File: src/rtl/h263d_pkg.sv
// h263d_pkg: shared types, constants and header decode helpers for the
// h.263 rtp depacketizer; no dependencies, used by every rtl file
`timescale 1ns / 1ps

package h263d_pkg;

  // payload header modes (f and p bits of the first byte)
  typedef enum logic [1:0] {
    MODE_A = 2'd0,
    MODE_B = 2'd1,
    MODE_C = 2'd2
  } mode_t;

  // first header byte fields
  localparam logic [7:0] F_BIT     = 8'h80;
  localparam logic [7:0] P_BIT     = 8'h40;
  localparam logic [7:0] SBIT_MASK = 8'h38;
  localparam logic [7:0] EBIT_MASK = 8'h07;
  localparam int         SBIT_LSB  = 3;

  // header lengths in bytes
  localparam logic [3:0] HLEN_A = 4'd4;
  localparam logic [3:0] HLEN_B = 4'd8;
  localparam logic [3:0] HLEN_C = 4'd12;

  // header position saturates here
  localparam logic [3:0] HPOS_MAX = 4'hF;

  // picture start code check and ptype coding type bit
  localparam logic [7:0] PSC_MASK     = 8'hFC;
  localparam logic [7:0] PSC_BYTE2    = 8'h80;
  localparam logic [7:0] PTYPE_I_MASK = 8'h02;
  localparam logic [7:0] BYTE_ALL     = 8'hFF;

  // lookahead of the frame opening packet
  localparam int         LA_N    = 5;
  localparam int         LA_IW   = $clog2(LA_N - 1);
  localparam logic [2:0] LA_LAST = 3'(LA_N - 1);

  // command queue depth
  localparam int QDEPTH = 4;
  localparam int QPW    = $clog2(QDEPTH);

  // one command from the front end to the back end
  typedef struct packed {
    logic                      abort;      // discontinuity on a first byte
    logic                      set_inter;  // frame opens, load the inter flag
    logic                      inter;
    logic                      first_pay;  // first byte is a packet's first payload byte
    logic                      last;       // last byte is the packet's last byte
    logic                      frame_end;  // marker closes the open frame
    logic [2:0]                sbit;
    logic [2:0]                ebit;
    logic [2:0]                pay_cnt;    // payload bytes carried, 0..LA_N
    logic [LA_N-1:0][7:0]      bytes;
    logic [31:0]               ts;
  } cmd_t;

  // mode from the first header byte
  function automatic mode_t mode_decode(input logic [7:0] b);
    mode_t m;
    if ((b & F_BIT) == '0) begin
      m = MODE_A;
    end else if ((b & P_BIT) == '0) begin
      m = MODE_B;
    end else begin
      m = MODE_C;
    end
    return m;
  endfunction

  // header length of a mode
  function automatic logic [3:0] hdr_len(input mode_t m);
    logic [3:0] l;
    case (m)
      MODE_A:  l = HLEN_A;
      MODE_B:  l = HLEN_B;
      MODE_C:  l = HLEN_C;
      default: l = HLEN_C;
    endcase
    return l;
  endfunction

endpackage

File: src/rtl/h263_rtp_depacketizer_core.sv
// h263_rtp_depacketizer_core: top level of the h.263 (rfc 2190) rtp depacketizer
// depends on h263d_pkg, h263d_front, h263d_cmd_q, h263d_back
`timescale 1ns / 1ps

// Takes rtp payload bytes one item per cycle, header bytes included, and
// returns the rebuilt h.263 bitstream one item per cycle while the receiver
// is ready. The parser takes an input item in every cycle in which its
// four-entry command queue has room; it only stalls when the emitter falls
// behind. Each ordinary payload byte is one emitter step and leaves one byte
// delayed by one item, so that the last byte of a frame carries frame_end.
// The packet that opens a frame is held until its fifth payload byte proves
// a picture start code, and the emitter then steps through those bytes; a
// marker adds the end item. Results sit in an output register, so input keeps
// flowing while a result waits to be taken. There is no clearing pass.

module h263_rtp_depacketizer_core import h263d_pkg::*; (
  input  logic        clk,
  input  logic        rst_n,
  input  logic        in_valid,
  output logic        in_ready,
  input  logic [7:0]  in_payload_byte,
  input  logic        in_first_of_packet,
  input  logic        in_last_of_packet,
  input  logic        in_marker_bit,
  input  logic        in_discontinuity,
  input  logic [31:0] in_rtp_timestamp,
  output logic        out_valid,
  input  logic        out_ready,
  output logic [7:0]  out_byte,
  output logic        out_byte_valid,
  output logic        out_frame_end,
  output logic        out_frame_aborted,
  output logic        out_inter_coded,
  output logic [31:0] out_frame_timestamp
);

  cmd_t push_cmd;
  cmd_t head;
  logic push;
  logic full;
  logic pop;
  logic head_valid;

  // parser
  h263d_front u_front (
    .clk                (clk),
    .rst_n              (rst_n),
    .in_valid           (in_valid),
    .in_ready           (in_ready),
    .in_payload_byte    (in_payload_byte),
    .in_first_of_packet (in_first_of_packet),
    .in_last_of_packet  (in_last_of_packet),
    .in_marker_bit      (in_marker_bit),
    .in_discontinuity   (in_discontinuity),
    .in_rtp_timestamp   (in_rtp_timestamp),
    .q_full             (full),
    .cmd_push           (push),
    .cmd                (push_cmd)
  );

  // command queue
  h263d_cmd_q u_q (
    .clk        (clk),
    .rst_n      (rst_n),
    .push       (push),
    .push_cmd   (push_cmd),
    .full       (full),
    .pop        (pop),
    .head_valid (head_valid),
    .head       (head)
  );

  // emitter
  h263d_back u_back (
    .clk                 (clk),
    .rst_n               (rst_n),
    .head_valid          (head_valid),
    .head                (head),
    .pop                 (pop),
    .out_valid           (out_valid),
    .out_ready           (out_ready),
    .out_byte            (out_byte),
    .out_byte_valid      (out_byte_valid),
    .out_frame_end       (out_frame_end),
    .out_frame_aborted   (out_frame_aborted),
    .out_inter_coded     (out_inter_coded),
    .out_frame_timestamp (out_frame_timestamp)
  );

endmodule

File: src/rtl/h263d_front.sv
// h263d_front: per-byte packet parser; tracks header position, mode, sbit/ebit,
// picture start lookahead and frame open state, and issues commands
// depends on h263d_pkg
`timescale 1ns / 1ps

module h263d_front import h263d_pkg::*; (
  input  logic        clk,
  input  logic        rst_n,
  input  logic        in_valid,
  output logic        in_ready,
  input  logic [7:0]  in_payload_byte,
  input  logic        in_first_of_packet,
  input  logic        in_last_of_packet,
  input  logic        in_marker_bit,
  input  logic        in_discontinuity,
  input  logic [31:0] in_rtp_timestamp,
  input  logic        q_full,
  output logic        cmd_push,
  output cmd_t        cmd
);

  logic       frame_open_r, frame_open_nxt;
  logic       in_packet_r, in_packet_nxt;
  logic [3:0] hdr_pos_r, hdr_pos_nxt;
  mode_t      mode_r, mode_nxt;
  logic [2:0] sbit_r, sbit_nxt;
  logic [2:0] ebit_r, ebit_nxt;
  logic [2:0] la_cnt_r, la_cnt_nxt;
  logic       skip_r, skip_nxt;
  logic [7:0] la_r [LA_N-1];
  logic [7:0] la_nxt [LA_N-1];

  logic       acc;
  logic [7:0] b;
  logic       first;
  logic       open_e;
  logic       skip_e;
  logic [2:0] la_cnt_e;
  logic [3:0] p;
  logic [3:0] hlen;
  logic       psc_ok;

  assign in_ready = !q_full;
  assign acc      = in_valid && in_ready;
  assign b        = in_payload_byte;
  assign first    = in_first_of_packet;

  // picture start code over the stored bytes
  assign psc_ok = (la_r[0] == '0) && (la_r[1] == '0) && ((la_r[2] & PSC_MASK) == PSC_BYTE2);

  // classify the byte and build its command
  always_comb begin
    frame_open_nxt = frame_open_r;
    in_packet_nxt  = in_packet_r;
    hdr_pos_nxt    = hdr_pos_r;
    mode_nxt       = mode_r;
    sbit_nxt       = sbit_r;
    ebit_nxt       = ebit_r;
    la_cnt_nxt     = la_cnt_r;
    skip_nxt       = skip_r;
    la_nxt         = la_r;

    cmd       = '0;
    cmd.last  = in_last_of_packet;
    cmd.ts    = in_rtp_timestamp;

    // packet start: decode first header byte
    if (first) begin
      if (in_discontinuity) begin
        cmd.abort      = 1'b1;
        frame_open_nxt = 1'b0;
      end
      in_packet_nxt = 1'b1;
      la_cnt_nxt    = '0;
      skip_nxt      = 1'b0;
      mode_nxt      = mode_decode(b);
      sbit_nxt      = 3'((b & SBIT_MASK) >> SBIT_LSB);
      ebit_nxt      = 3'(b & EBIT_MASK);
    end

    cmd.sbit = sbit_nxt;
    cmd.ebit = ebit_nxt;
    open_e   = frame_open_nxt;
    skip_e   = skip_nxt;
    la_cnt_e = la_cnt_nxt;
    p        = first ? '0 : hdr_pos_r;
    hlen     = hdr_len(mode_nxt);

    if (first || in_packet_r) begin
      hdr_pos_nxt = (p != HPOS_MAX) ? p + 4'd1 : p;

      // payload byte
      if (p >= hlen && !skip_e) begin
        if (open_e) begin
          cmd.pay_cnt   = 3'd1;
          cmd.bytes[0]  = b;
          cmd.first_pay = (p == hlen);
        end else if (mode_nxt != MODE_A) begin
          skip_nxt = 1'b1;
        end else if (la_cnt_e < 3'(LA_N)) begin
          la_cnt_nxt = la_cnt_e + 3'd1;
          if (la_cnt_e == LA_LAST) begin
            if (psc_ok) begin
              frame_open_nxt = 1'b1;
              cmd.set_inter  = 1'b1;
              cmd.inter      = (b & PTYPE_I_MASK) != '0;
              cmd.pay_cnt    = 3'(LA_N);
              cmd.first_pay  = 1'b1;
              for (int i = 0; i < LA_N - 1; i++) begin
                cmd.bytes[i] = la_r[i];
              end
              cmd.bytes[LA_N-1] = b;
            end else begin
              skip_nxt = 1'b1;
            end
          end else begin
            la_nxt[la_cnt_e[LA_IW-1:0]] = b;
          end
        end else begin
          skip_nxt = 1'b1;
        end
      end

      // packet end, marker closes or re-arms the frame
      if (in_last_of_packet) begin
        in_packet_nxt = 1'b0;
        if (({1'b0, p} + 5'd1 >= {1'b0, hlen}) && in_marker_bit) begin
          if (frame_open_nxt) begin
            cmd.frame_end  = 1'b1;
            frame_open_nxt = 1'b0;
          end else begin
            frame_open_nxt = 1'b1;
          end
        end
      end
    end
  end

  assign cmd_push = acc && (cmd.abort || (cmd.pay_cnt != '0) || cmd.frame_end);

  // control state
  always_ff @(posedge clk) begin
    if (!rst_n) begin
      frame_open_r <= 1'b1;
      in_packet_r  <= 1'b0;
      hdr_pos_r    <= '0;
      mode_r       <= MODE_A;
      sbit_r       <= '0;
      ebit_r       <= '0;
      la_cnt_r     <= '0;
      skip_r       <= 1'b0;
    end else if (acc) begin
      frame_open_r <= frame_open_nxt;
      in_packet_r  <= in_packet_nxt;
      hdr_pos_r    <= hdr_pos_nxt;
      mode_r       <= mode_nxt;
      sbit_r       <= sbit_nxt;
      ebit_r       <= ebit_nxt;
      la_cnt_r     <= la_cnt_nxt;
      skip_r       <= skip_nxt;
    end
  end

  // lookahead bytes, valid only below la_cnt_r
  always_ff @(posedge clk) begin
    if (acc) begin
      la_r <= la_nxt;
    end
  end

endmodule

File: src/rtl/h263d_cmd_q.sv
// h263d_cmd_q: small fifo of commands between the parser and the emitter
// depends on h263d_pkg
`timescale 1ns / 1ps

module h263d_cmd_q import h263d_pkg::*; (
  input  logic clk,
  input  logic rst_n,
  input  logic push,
  input  cmd_t push_cmd,
  output logic full,
  input  logic pop,
  output logic head_valid,
  output cmd_t head
);

  cmd_t             mem [QDEPTH];
  logic [QPW-1:0]   wr_ptr_r;
  logic [QPW-1:0]   rd_ptr_r;
  logic [QPW:0]     count_r;

  assign full       = (count_r == (QPW + 1)'(QDEPTH));
  assign head_valid = (count_r != '0);
  assign head       = mem[rd_ptr_r];

  // entry storage
  always_ff @(posedge clk) begin
    if (push) begin
      mem[wr_ptr_r] <= push_cmd;
    end
  end

  // pointers and fill count
  always_ff @(posedge clk) begin
    if (!rst_n) begin
      wr_ptr_r <= '0;
      rd_ptr_r <= '0;
      count_r  <= '0;
    end else begin
      if (push) begin
        wr_ptr_r <= wr_ptr_r + 1'b1;
      end
      if (pop) begin
        rd_ptr_r <= rd_ptr_r + 1'b1;
      end
      if (push && !pop) begin
        count_r <= count_r + 1'b1;
      end else if (pop && !push) begin
        count_r <= count_r - 1'b1;
      end
    end
  end

  // no write into a full queue, no read from an empty one
  assert property (@(posedge clk) disable iff (!rst_n) push |-> !full)
    else $error("command queue overflow");
  assert property (@(posedge clk) disable iff (!rst_n) pop |-> head_valid)
    else $error("command queue underflow");
  assert property (@(posedge clk) disable iff (!rst_n)
    (QPW'(wr_ptr_r - rd_ptr_r) == count_r[QPW-1:0]))
    else $error("command queue pointers disagree with count");

endmodule

File: src/rtl/h263d_back.sv
// h263d_back: command executor; holds the delayed byte, the ebit/sbit partial
// byte and the inter flag, and drives the registered result channel
// depends on h263d_pkg
`timescale 1ns / 1ps

module h263d_back import h263d_pkg::*; (
  input  logic        clk,
  input  logic        rst_n,
  input  logic        head_valid,
  input  cmd_t        head,
  output logic        pop,
  output logic        out_valid,
  input  logic        out_ready,
  output logic [7:0]  out_byte,
  output logic        out_byte_valid,
  output logic        out_frame_end,
  output logic        out_frame_aborted,
  output logic        out_inter_coded,
  output logic [31:0] out_frame_timestamp
);

  logic [7:0]  held_byte_r, held_byte_nxt;
  logic        held_valid_r, held_valid_nxt;
  logic [7:0]  partial_r, partial_nxt;
  logic        pend_r, pend_nxt;
  logic        has_out_r, has_out_nxt;
  logic        inter_r, inter_nxt;
  logic [2:0]  idx_r, idx_nxt;

  logic        out_valid_r;
  logic [7:0]  out_byte_r;
  logic        out_byte_valid_r;
  logic        out_frame_end_r;
  logic        out_frame_aborted_r;
  logic        out_inter_coded_r;
  logic [31:0] out_frame_timestamp_r;

  logic        emit;
  logic        done;
  logic        fire;
  logic        load_ok;
  logic [7:0]  it_byte;
  logic        it_valid;
  logic        it_end;
  logic        it_abort;
  logic [31:0] it_ts;
  logic [7:0]  v;
  logic        fp;
  logic        lst;

  assign load_ok = !out_valid_r || out_ready;

  // one step of the head command
  always_comb begin
    held_byte_nxt  = held_byte_r;
    held_valid_nxt = held_valid_r;
    partial_nxt    = partial_r;
    pend_nxt       = pend_r;
    has_out_nxt    = has_out_r;
    inter_nxt      = inter_r;
    idx_nxt        = idx_r;
    emit           = 1'b0;
    done           = 1'b0;
    it_byte        = '0;
    it_valid       = 1'b0;
    it_end         = 1'b0;
    it_abort       = 1'b0;
    it_ts          = '0;
    v              = '0;
    fp             = 1'b0;
    lst            = 1'b0;

    if (head.set_inter && idx_r == '0) begin
      inter_nxt = head.inter;
    end

    if (head.abort) begin
      // discontinuity: abort item if the frame had bytes, then clear
      emit           = has_out_r;
      it_abort       = 1'b1;
      held_valid_nxt = 1'b0;
      partial_nxt    = '0;
      pend_nxt       = 1'b0;
      has_out_nxt    = 1'b0;
      done           = 1'b1;
      idx_nxt        = '0;
    end else if (idx_r < head.pay_cnt) begin
      // payload byte: sbit merge, ebit split, else push through the delay
      v   = (idx_r < 3'(LA_N)) ? head.bytes[idx_r[2:0]] : '0;
      fp  = head.first_pay && (idx_r == '0);
      lst = head.last && (idx_r == head.pay_cnt - 3'd1);
      if (fp && head.sbit != '0) begin
        v           = (v & (BYTE_ALL >> head.sbit)) | partial_r;
        partial_nxt = '0;
        pend_nxt    = 1'b0;
      end
      if (lst && head.ebit != '0) begin
        partial_nxt = v & (BYTE_ALL << head.ebit);
        pend_nxt    = 1'b1;
      end else begin
        emit           = held_valid_r;
        it_byte        = held_byte_r;
        it_valid       = 1'b1;
        held_byte_nxt  = v;
        held_valid_nxt = 1'b1;
        has_out_nxt    = 1'b1;
      end
      if (idx_r == head.pay_cnt - 3'd1 && !head.frame_end) begin
        done    = 1'b1;
        idx_nxt = '0;
      end else begin
        idx_nxt = idx_r + 3'd1;
      end
    end else begin
      // frame end: flush held byte ahead of a pending partial, then end item
      emit = 1'b1;
      if (pend_r && held_valid_r) begin
        it_byte        = held_byte_r;
        it_valid       = 1'b1;
        held_valid_nxt = 1'b0;
      end else begin
        it_end = 1'b1;
        it_ts  = head.ts;
        if (pend_r) begin
          it_byte  = partial_r;
          it_valid = 1'b1;
        end else if (held_valid_r) begin
          it_byte  = held_byte_r;
          it_valid = 1'b1;
        end
        held_valid_nxt = 1'b0;
        partial_nxt    = '0;
        pend_nxt       = 1'b0;
        has_out_nxt    = 1'b0;
        done           = 1'b1;
        idx_nxt        = '0;
      end
    end
  end

  assign fire = head_valid && (!emit || load_ok);
  assign pop  = fire && done;

  // frame state
  always_ff @(posedge clk) begin
    if (!rst_n) begin
      held_valid_r <= 1'b0;
      partial_r    <= '0;
      pend_r       <= 1'b0;
      has_out_r    <= 1'b0;
      inter_r      <= 1'b0;
      idx_r        <= '0;
    end else if (fire) begin
      held_valid_r <= held_valid_nxt;
      partial_r    <= partial_nxt;
      pend_r       <= pend_nxt;
      has_out_r    <= has_out_nxt;
      inter_r      <= inter_nxt;
      idx_r        <= idx_nxt;
    end
  end

  always_ff @(posedge clk) begin
    if (fire) begin
      held_byte_r <= held_byte_nxt;
    end
  end

  // result register
  always_ff @(posedge clk) begin
    if (!rst_n) begin
      out_valid_r <= 1'b0;
    end else if (fire && emit) begin
      out_valid_r <= 1'b1;
    end else if (out_ready) begin
      out_valid_r <= 1'b0;
    end
  end

  always_ff @(posedge clk) begin
    if (fire && emit) begin
      out_byte_r            <= it_valid ? it_byte : '0;
      out_byte_valid_r      <= it_valid;
      out_frame_end_r       <= it_end;
      out_frame_aborted_r   <= it_abort;
      out_inter_coded_r     <= inter_nxt;
      out_frame_timestamp_r <= it_ts;
    end
  end

  assign out_valid           = out_valid_r;
  assign out_byte            = out_byte_r;
  assign out_byte_valid      = out_byte_valid_r;
  assign out_frame_end       = out_frame_end_r;
  assign out_frame_aborted   = out_frame_aborted_r;
  assign out_inter_coded     = out_inter_coded_r;
  assign out_frame_timestamp = out_frame_timestamp_r;

  // an item is never both an end and an abort
  assert property (@(posedge clk) disable iff (!rst_n)
    out_valid_r |-> !(out_frame_end_r && out_frame_aborted_r))
    else $error("item marked both frame end and abort");
  // a held byte always belongs to a frame that has output
  assert property (@(posedge clk) disable iff (!rst_n) !has_out_r |-> !held_valid_r)
    else $error("held byte outside a frame with output");
  // the partial byte is clear unless pending, so the sbit merge is safe
  assert property (@(posedge clk) disable iff (!rst_n) !pend_r |-> (partial_r == '0))
    else $error("stale partial byte");
  // step index never runs past the command's payload
  assert property (@(posedge clk) disable iff (!rst_n)
    head_valid |-> (idx_r <= head.pay_cnt))
    else $error("step index beyond command payload");

endmodule

File: config.mk
export PLATFORM = sky130hd
export DESIGN_NAME = h263_rtp_depacketizer_core
export DESIGN_NICKNAME = d
export VERILOG_FILES = /design/src/rtl/h263d_pkg.sv /design/src/rtl/h263_rtp_depacketizer_core.sv /design/src/rtl/h263d_front.sv /design/src/rtl/h263d_cmd_q.sv /design/src/rtl/h263d_back.sv
export SDC_FILE = /design/constraint.sdc
export NUM_CORES = 1
export LEC_CHECK = 0
export BUFFER_PORTS_ARGS = -buffer_cell sky130_fd_sc_hd__buf_4
export CAP_MARGIN = 20
export CORE_AREA = 2 2 223 225
export DETAILED_ROUTE_END_ITERATION = 6
export DIE_AREA = 0 0 225 227
export GPL_TIMING_DRIVEN = 1
export SYNTH_ARGS = -nofsm -noshare
export SYNTH_HDL_FRONTEND = slang
export SYNTH_SLANG_ARGS = --single-unit
File: constraint.sdc
create_clock -name clk -period 15.4 [get_ports clk]
set_input_delay 3.08 -clock clk [delete_from_list [all_inputs] [get_ports clk]]
set_output_delay 3.08 -clock clk [all_outputs]
set_load 0.005 [all_outputs]
==> results_dict.tcl <==
set metrics [dict create \
    status "finished clean" \
    grt.overflow.total 0 \
    cpLargestDelayFamily "buffers and inverters" \
    synth_xor_area_share_pct 0.286 \
    cp_cell_sequence "buf_4, inv_1, nand2_1, inv_1, ha_1, xnor2_1, ha_1, nand2_1, nand2_1, a21oi_1, a21boi_0, ha_1, o211ai_1, a31oi_1, and2_4, buf_4" \
    max_slew_margin_pct 27.1 \
    cp_slowest_cell "buf_4" \
    setup_viol 0 \
    worst_pin_slew_ns 1.08 \
    max_freq_mhz 146 \
    synth_ff_type "edfxtp_1" \
    pwr-share-comb_pct 20.8 \
    num_rows 81 \
    cts_tree "done" \
    worst-path-max-fanout 60 \
    clockPowerShare_pct 33.5 \
    ant_nets 0 \
    cts_sinks 463 \
    grt_pass1_wl_mm 57.4 \
    synth_compound_area_share_pct 4.00 \
    swShare_pct 27.0 \
    synth_cell_types 65 \
    powerDensity_nw_per_um2 160 \
    internal_power_mw 2.51 \
    yosys.area.top_type "edfxtp_1" \
    start_util_pct 37.8 \
    worst_ep_required_time_ns 15.60 \
    clkLatencyLatePin_ns 0.59 \
    finalClockSkew_ns 0.0230 \
    vias 9548 \
    vdd_ir_drop_max_uv 86.1 \
    fp.dieArea_um2 51100 \
    synth-adder-area-share_pct 1.54 \
    cp-end-kind "flop" \
    die_y_um 227 \
    yosysSeqAreaShare_pct 73.3 \
    clockBufferDepth 3 \
    period_share_pct 44.6 \
    post-cts-setup-buffers 0 \
    post-place-ws_ns 7.85 \
    startpoint "in_first_of_packet" \
    drc 0 \
    place_congestion 0.799 \
    fp.dieW_um 225 \
    mappedNetlistArea_um2 18400 \
    cp-start-kind "input pin" \
    yosys_register_bits 463 \
    synth_top_family_by_area "multiplexers" \
    slew_viol_final 0 \
    fin_crit_ns 6.86 \
    finalSetupTns_ns 0 \
    cts-htree-levels 2 \
    port_buffers 93 \
    wirelength_mm 37.2 \
    synthSimpleGateAreaFrac_pct 6.93 \
    netlist.area_leader.share_pct 68.7 \
    hpwlAfterDp_mm 22.9 \
    postSynthCellCount 1044 \
    critPathArrivalTime_ns 7.06 \
    core_um2 48500 \
    cts_buffers 48 \
    placed_area_um2 20000 \
    maxCapViolations 0 \
    grt_max_degree 66 \
    grt_util_all_layers_pct 14.8 \
    ios 94 \
    syn_area_per_cell_um2 17.6 \
    critical_path_class "input pin to flop" \
    n_antenna_cell 0 \
    max_stage_delay_ns 0.79 \
    wl_per_cell_um 19.9 \
    fin_area_um2 21600 \
    p_seq_share_pct 45.7 \
    async_flop_share_pct 0 \
    cts_resized 0 \
    synthToLayoutAreaGrowth_pct 17.4 \
    final_util_pct 44.4 \
    post_drt_via_cell_ratio 5.11 \
    root_buffer "clkbuf_16" \
    critPathBufInv 4 \
    leakage_nw 7.47 \
    rsz0062_at_grt "false" \
    drt_pass1_iterations 5 \
    hold_viol_final 0 \
    synth-edff-count 420 \
    holdBufCountCts 0 \
    first_iter_violations 576 \
    layout.nets 1275 \
    synthMuxAreaShare_pct 12.2 \
    min_from "u_front.ebit_r[0]" \
    grt_pass1_vias 9982 \
    worst_slack_ns 8.54 \
    ys_warn_count 0 \
    antenna_found_initial 1 \
    switching_power_uw 930 \
    clkTransAtPathRegs_ns 0.06 \
    netlist_top_cells_area "edfxtp_1, mux4_2, dfxtp_1" \
    drive_gt1_share_pct 23.5 \
    min_path_type "flop to flop" \
]
## tightest hold or removal path, delay by kind of cell (launching register included)
| family | cells | cell delay (ns) |
|---|---|---|
| compound gates | 1 | 0.05 |
| flops | 1 | 0.31 |
| simple gates | 1 | 0.05 |
## metrics by stage
step	power (mW)	hold WS [ns]	cells
finish	3.44	0.453	1867
global route	3.60	0.490	1867
CTS	3.48	0.456	1866
detailed placement	2.33	0.444	1776
global placement	2.32	0.443	1776
floorplan	2.09	0.427	1095
## metal layers
| layer | part of all wire (%) | routed length, µm | track usage [%] | vias up |
|---|---|---|---|---|
| li1 | - | - | - | 4392 |
| met1 | 45 | 16800 | 19.8 | 4883 |
| met2 | 48 | 17800 | 24.6 | 211 |
| met3 | 4.8 | 1770 | 2.94 | 62 |
| met4 | 2.4 | 910 | 4.57 | 0 |
| met5 | 0 | 0 | 0 | - |
## power groups by stage
stage	registers [mW]	clock network, mW	logic (mW)
after global routing	1.59	1.23	0.782
after detailed placement	1.60	0	0.725
after CTS	1.58	1.18	0.727
after floorplan	1.57	0	0.519
after global placement	1.60	0	0.721
final	1.57	1.15	0.716
## area by class of cell
type / instances / area, µm²
fill: 4176 / 27000
sequential: 463 / 13500
multi-input combinational: 558 / 4810
clock buffer: 56 / 1250
timing repair buffer: 109 / 822
tap: 622 / 778
clock inverter: 34 / 325
inverter: 25 / 93.8
## cells in the final DEF, fill, tap and decap left out, types with 3 or more instances in the layout
cell / instances
a22oi_1: 12
buf_4: 108
inv_1: 24
mux2i_1: 21
a22o_1: 3
clkbuf_16: 49
a21oi_1: 37
nand3_1: 17
clkbuf_1: 7
xnor2_1: 3
mux4_2: 84
and2_4: 4
and2_1: 13
clkinv_1: 14
a32oi_1: 4
or3_1: 3
bufinv_16: 5
o21ai_0: 14
ha_1: 21
edfxtp_1: 420
clkinvlp_4: 5
and3_1: 56
mux2_2: 10
clkinv_2: 8
nand2b_1: 6
dfxtp_1: 41
nor2b_1: 8
nor2_1: 44
xor2_1: 3
nor3_1: 7
nand2_1: 81
conb_1: 52
o21a_1: 4
nor4_1: 6
## sequential cells by signal, summed over array words and instances, names as in the netlist, 2 cells and up, named ones only
| register | cells |
|---|---|
| u_back.held_byte_r | 8 |
| u_back.idx_r | 3 |
| u_back.out_byte | 8 |
| u_back.out_frame_timestamp | 32 |
| u_back.partial_r | 8 |
| u_front.ebit_r | 3 |
| u_front.hdr_pos_r | 4 |
| u_front.la_cnt_r | 3 |
| u_front.la_r | 32 |
| u_front.mode_r | 2 |
| u_front.sbit_r | 3 |
| u_q.count_r | 3 |
| u_q.mem | 336 |
| u_q.rd_ptr_r | 2 |
| u_q.wr_ptr_r | 2 |
## worst paths after layout
kind	end	slack, ns	cells past startpoint
min reg2reg	u_front.ebit_r[0]	0.45	2
max reg2reg	u_q.count_r[2]	9.95	14
max	u_q.mem[3][45]	8.54	16
min	u_front.ebit_r[0]	0.45	2
## synth_stat cells (2+ instances only)
cell / count
buf_1: 3
dfxtp_1: 43
nand3_1: 17
xnor2_1: 3
o211ai_1: 2
mux4_2: 84
mux2i_1: 21
o21ai_0: 14
nor3_1: 8
nor2_1: 46
a22o_1: 3
clkbuf_1: 33
a32oi_1: 4
o311ai_0: 2
o21a_1: 4
nand2_1: 81
buf_2: 10
xor2_1: 3
o221a_2: 2
edfxtp_1: 420
nor2b_1: 8
inv_1: 24
a211oi_1: 2
or3_1: 3
and2_1: 17
nor4_1: 7
ha_1: 21
a31oi_1: 2
a32o_1: 2
buf_6: 2
nand2b_1: 6
mux2_2: 10
a22oi_1: 12
nand4_1: 2
o31ai_1: 2
a21oi_1: 37
and3_1: 56
## cells by family (layout without fill, tap and decap cells)
family / after synthesis / count (layout)
other: 1 / 52
buffers and inverters: 74 / 224
adder cells (fa/ha/maj): 22 / 22
multiplexers: 116 / 116
flip-flops: 463 / 463
XOR/XNOR: 6 / 6
AND/OR/NAND/NOR: 256 / 256
AO/OA/AOI/OAI: 106 / 106
Power figures use the tool's default switching activity.
